## src/rtl/dlt_pkg.sv

```systemverilog
// shared types, constants and helper functions of the longest-match tokenizer
package dlt_pkg;

  localparam int STATE_COUNT    = 64;
  localparam int TAG_COUNT      = 16;
  localparam int LOOKBACK_DEPTH = 16;
  localparam int POSITION_BITS  = 24;
  localparam int LINE_BITS      = 24;

  localparam int STATE_BITS = $clog2(STATE_COUNT);
  localparam int TAG_BITS   = $clog2(TAG_COUNT);
  localparam int TRANS_ADDR_BITS = STATE_BITS + 8;
  localparam int TRANS_DEPTH = STATE_COUNT * 256;
  localparam int TRANS_BITS  = STATE_BITS + 1;
  // queue holds the lookback bytes plus the byte being scanned, with wrap room
  localparam int QUEUE_BITS  = $clog2(2 * (LOOKBACK_DEPTH + 1));
  localparam int QUEUE_DEPTH = 1 << QUEUE_BITS;
  localparam int NL_BITS     = $clog2(LOOKBACK_DEPTH + 2);

  localparam logic [POSITION_BITS-1:0] POS_MAX  = '1;
  localparam logic [LINE_BITS-1:0]     LINE_MAX = '1;
  localparam logic [LINE_BITS-1:0]     LINE_ONE = LINE_BITS'(1);

  localparam logic [7:0] CH_NL = 8'h0a;
  localparam logic [7:0] CH_SP = 8'h20;
  localparam logic [7:0] CH_HT = 8'h09;
  localparam logic [7:0] CH_FF = 8'h0c;
  localparam logic [7:0] CH_CR = 8'h0d;
  localparam logic [7:0] CH_VT = 8'h0b;

  typedef enum logic [1:0] {
    MODE_LOAD_TRANS = 2'd0,
    MODE_LOAD_TAG   = 2'd1,
    MODE_TEXT       = 2'd2,
    MODE_END        = 2'd3
  } mode_t;

  localparam logic KIND_TOKEN = 1'b0;
  localparam logic KIND_ERROR = 1'b1;

  typedef enum logic [2:0] {
    ST_IDLE,
    ST_FETCH,
    ST_TRANS,
    ST_TAG,
    ST_FIN,
    ST_END
  } seq_state_t;

  typedef struct packed {
    mode_t       mode;
    logic [5:0]  state_index;
    logic [7:0]  byte_value;
    logic [5:0]  next_state;
    logic        next_valid;
    logic [3:0]  tag_value;
  } in_item_t;

  typedef struct packed {
    logic        kind;
    logic [23:0] token_first;
    logic [23:0] token_after;
    logic [3:0]  token_tag;
    logic [23:0] line_number;
    logic        last;
  } out_item_t;

  typedef struct packed {
    logic                 en;
    logic [STATE_BITS-1:0] addr;
    logic [TAG_BITS-1:0]   tag;
  } tag_wr_t;

  function automatic logic [POSITION_BITS-1:0] pos_inc(input logic [POSITION_BITS-1:0] p);
    pos_inc = (p == POS_MAX) ? POS_MAX : p + POSITION_BITS'(1);
  endfunction

  function automatic logic [LINE_BITS-1:0] line_add(input logic [LINE_BITS-1:0] a,
                                                    input logic [NL_BITS-1:0] b);
    logic [LINE_BITS:0] s;
    s = {1'b0, a} + (LINE_BITS + 1)'(b);
    line_add = s[LINE_BITS] ? LINE_MAX : s[LINE_BITS-1:0];
  endfunction

  function automatic logic is_blank(input logic [7:0] b);
    is_blank = (b == CH_SP) || (b == CH_HT) || (b == CH_FF) || (b == CH_CR) ||
               (b == CH_VT) || (b == CH_NL);
  endfunction

endpackage

```

## src/rtl/dlt_tag_ram.sv

```systemverilog
// accepting tag per state, with per-entry valid bits so reset reads as zero
module dlt_tag_ram
  import dlt_pkg::*;
(
  input  logic                  clk,
  input  logic                  rst_n,
  input  tag_wr_t               wr,
  input  logic                  rd_en,
  input  logic [STATE_BITS-1:0] rd_addr,
  output logic [TAG_BITS-1:0]   rd_tag
);

  logic [TAG_BITS-1:0]    mem [STATE_COUNT];
  logic [STATE_COUNT-1:0] valid_r;
  logic [TAG_BITS-1:0]    rd_mem_r;
  logic                   rd_vld_r;

  always_ff @(posedge clk) begin
    if (!rst_n) begin
      valid_r  <= '0;
      rd_vld_r <= 1'b0;
    end else begin
      if (wr.en) begin
        valid_r[wr.addr] <= 1'b1;
      end
      if (rd_en) begin
        rd_vld_r <= valid_r[rd_addr];
      end
    end
  end

  always_ff @(posedge clk) begin
    if (wr.en) begin
      mem[wr.addr] <= wr.tag;
    end
    if (rd_en) begin
      rd_mem_r <= mem[rd_addr];
    end
  end

  assign rd_tag = rd_vld_r ? rd_mem_r : '0;

endmodule

```

## config.mk

```make
export PLATFORM = sky130hd
export DESIGN_NAME = dlt_tag_ram
export DESIGN_NICKNAME = d
export VERILOG_FILES = /design/src/rtl/dlt_pkg.sv /design/src/rtl/dlt_tag_ram.sv
export SDC_FILE = /design/constraint.sdc
export NUM_CORES = 1
export LEC_CHECK = 0
export BUFFER_PORTS_ARGS = -buffer_cell sky130_fd_sc_hd__buf_2
export CAP_MARGIN = 25
export CORE_MARGIN = 1
export CORE_UTILIZATION = 30
export CTS_CLUSTER_SIZE = 24
export DETAILED_ROUTE_END_ITERATION = 12
export GPL_ROUTABILITY_DRIVEN = 0
export PLACE_DENSITY = 0.47
export SYNTH_ARGS = -nofsm -noshare
export SYNTH_HDL_FRONTEND = slang
export SYNTH_SLANG_ARGS = --single-unit
```

## constraint.sdc

```tcl
create_clock -name clk -period 3.5 [get_ports clk]
set_input_delay 0.175 -clock clk [delete_from_list [all_inputs] [get_ports clk]]
set_output_delay 0.175 -clock clk [all_outputs]
set_load 0.01 [all_outputs]
```

==> impl_metrics.py <==
metrics = {
    "setup_path": {
        "worstSetupEndpointType": "flip-flop",
        "critPathMaxFanout": 30,
        "cp_common_cell": "mux4_2",
        "crit_path_max_incr_delay_ns": 0.60,
        "critPathArrivalTime_ns": 2.57,
        "required_ns": 3.74,
        "start_kind": "input port",
        "critPathKind": "in -> reg",
        "crit_chain": "buf_4 -> buf_12 -> mux4_2 -> mux4_2 -> mux2_2 -> nand2_1 -> o21ai_0",
        "cp_slowest_cell": "mux4_2",
    },
    "synthesis": {
        "ys_seq_area_share_pct": 72.0,
        "yosys-top-cells-area": "edfxtp_1 62%, mux4_2 17%, dfxtp_1 10%, o21a_1 3.8%, nor2_1 1.9%",
        "avgSynthCellArea_sq_um": 19.1,
        "synth_adder_area_share_pct": 0,
        "synth_area_sq_um": 12600,
        "synth_warnings": 0,
        "synth_top_family_by_area": "multiplexers",
        "synth_mux_area_share_pct": 17.7,
        "synth_fp_nets": 683,
        "synth-simple-area-share_pct": 4.13,
        "synth_top_area_share_pct": 61.7,
        "synth_top_area_cell": "edfxtp_1",
        "yosysUniqueCellTypes": 31,
        "synth_seq_cells": 325,
        "yosys.area_share.xor_xnor_pct": 0,
        "synth-compound-area-share_pct": 4.65,
        "synth_cells": 663,
    },
    "floorplanning": {
        "start_util_pct": 30.7,
        "die_x_microns": 207,
        "num_rows": 74,
        "io_pins": 24,
        "die_y_microns": 207,
        "die_area_sq_um": 43000,
        "core_area_sq_um": 41200,
    },
    "routing": {
        "ant_nets": 0,
        "dr.pass1.iters": 5,
        "vias": 6244,
        "vias_per_cell": 4.93,
        "drc": 0,
        "drtIter0Drc": 535,
        "wl_per_cell_microns": 24.3,
        "wirelength_mm": 30.7,
    },
    "timing": {
        "max_freq_ghz": 0.428,
        "rsz0062_at_grt": "false",
        "min_period_over_period_pct": 66.7,
        "clock_skew_ns": 0.00909,
        "fin_setup_tns_ns": 0,
        "max_slew_margin_pct": 43.2,
        "finalHoldViolations": 0,
        "worst_pin_slew_ns": 0.845,
        "setup_viol": 0,
        "timing.final.crit_period_ns": 2.33,
        "drv_slew": 0,
        "fin_hold_ws_ns": 0.108,
    },
    "cts": {
        "clock_path_buffers": 3,
        "cts_tree": "done",
        "htree_levels": 2,
        "clock_latency_ns": 0.51,
        "clk_pin_slew_ns": 0.06,
        "cts.sinks": 325,
        "cts_setup_buffers": 0,
        "cts-root-buf": "clkbuf_16",
        "cts_hold_buf": 1,
        "cts.repair.resized": 0,
        "cts-buffers-inserted": 37,
    },
    "min_path": {
        "worstHoldPathType": "in -> reg",
    },
    "pwr": {
        "powerDensity_nw_per_um2": 579,
        "ir_drop_v": 0.000262,
        "cellLeakagePower_nw": 4.68,
    },
    "cells_and_area": {
        "fillers": 3762,
        "final_nets": 724,
        "synthToLayoutAreaGrowth_pct": 16.3,
        "drive_gt1_share_pct": 25.9,
    },
    "grt": {
        "grt_usage_pct": 14.5,
        "grt_pass1_wl_mm": 45.3,
        "grt_pass1_vias": 6675,
        "grt_max_degree": 65,
        "antenna_found_initial": 1,
        "grt-ovfl-total": 0,
    },
    "placement": {
        "port_buffers": 23,
        "post-dp-hpwl_mm": 20.8,
    },
    "run": {
        "maxCapViolations": 0,
    },
    "status": {
        "status": "finished clean",
    },
}
==> layout by cell type, fill, tap and decap left out, drive strengths merged, types with 2 or more instances in the layout <==
cell	n
edfxtp	260
or3	2
nor3	5
nand2b	5
nand3	9
buf	40
a22oi	2
o21a	64
mux4	94
nor2	64
mux2	6
nand4	4
dfxtp	65
and2	5
nand3b	3
clkbuf	57
a22o	2
nor2b	7
clkinv	6
nand2	8
o21ai	5
o22ai	2
mux2i	6
bufinv	4
==> logic make-up (layout without fill, tap and decap cells) <==
kind of cell    count (synthesis)  after routing
compound gates                 79             79
mux                           106            106
simple gates                  114            114
buf+inv                        39            109
other cells                     0              1
flops                         325            325
==> final cells by class <==
| cell class | instances | area, sq um | area share (%) |
|---|---|---|---|
| Antenna cell | 1 | 2.50 | 0.0170 |
| Timing Repair Buffer | 41 | 343 | 2.33 |
| Clock buffer | 57 | 1080 | 7.37 |
| Sequential cell | 325 | 9110 | 61.9 |
| Clock inverter | 11 | 155 | 1.05 |
| Multi-Input combinational cell | 299 | 3360 | 22.8 |
| Tap cell | 532 | 666 | 4.52 |
==> path summary, 6_finish.rpt <==
check	slack, ns	to	cells after the start	startpoint
max	1.17	rd_mem_r[0]	7	rd_addr[0]
min	0.11	mem[59][3]	1	wr[3]
max reg2reg	1.26	rd_mem_r[1]	3	mem[51][1]
min reg2reg	0.45	valid_r[53]	1	valid_r[53]
==> layer usage <==
layer	up-vias	global-route usage [%]	part of all wire (%)
met5	-	0	0
met4	0	3.83	1.8
met3	44	2.66	4.3
met2	165	25.0	51
met1	3263	18.7	43
li1	2772	-	-
==> worst max-delay path, delay by kind of cell <==
kind            cells  cell delay (ns)
compound gates      1             0.11
buf+inv             2             0.73
mux                 3             1.37
simple gates        1             0.13
==> flip-flops by register name, summed over array words and instances (netlist names) <==
register and cells:
mem 256, valid_r 64, rd_mem_r 4, rd_vld_r 1
==> stage by stage <==
step / utilization (%) / setup WS, ns / std cells / power [mW] / cell area, sq um
CTS: 35.6 / 1.11 / 1263 / 8.60 / 14700
finish: 35.7 / 1.17 / 1266 / 8.52 / 14700
detailed placement: 32.6 / 0.577 / 1194 / 4.71 / 13400
global route: 35.7 / 1.04 / 1265 / 8.78 / 14700
floorplan: - / 1.29 / 663 / 4.53 / 12600
global placement: 32.5 / 0.591 / 1192 / 4.69 / 13400
==> cells in the mapped netlist <==
| cell type | n |
|---|---|
| nand3_1 | 9 |
| o21a_1 | 64 |
| nor2b_1 | 7 |
| clkbuf_1 | 23 |
| nand2b_1 | 5 |
| a41o_1 | 1 |
| o2111ai_1 | 1 |
| or3_1 | 2 |
| a21boi_0 | 1 |
| dfxtp_1 | 65 |
| and3b_1 | 1 |
| nand4_1 | 4 |
| a22oi_1 | 2 |
| nor2_1 | 64 |
| o21ai_0 | 5 |
| buf_6 | 2 |
| a22o_1 | 2 |
| buf_2 | 9 |
| o2111a_1 | 1 |
| o22ai_1 | 2 |
| nand2_1 | 8 |
| nor3_1 | 5 |
| buf_4 | 3 |
| buf_1 | 2 |
| and2_1 | 5 |
| mux4_2 | 94 |
| edfxtp_1 | 260 |
| mux2_2 | 6 |
| nand3b_1 | 3 |
| or4_1 | 1 |
| mux2i_1 | 6 |
==> power breakdown <==
part | total, mW | switching (mW) | internal, mW
registers | 4.21 | 0.0104 | 4.20
clock network | 3.90 | 1.46 | 2.43
logic | 0.411 | 0.242 | 0.169
(Power assumes the default switching activity.)
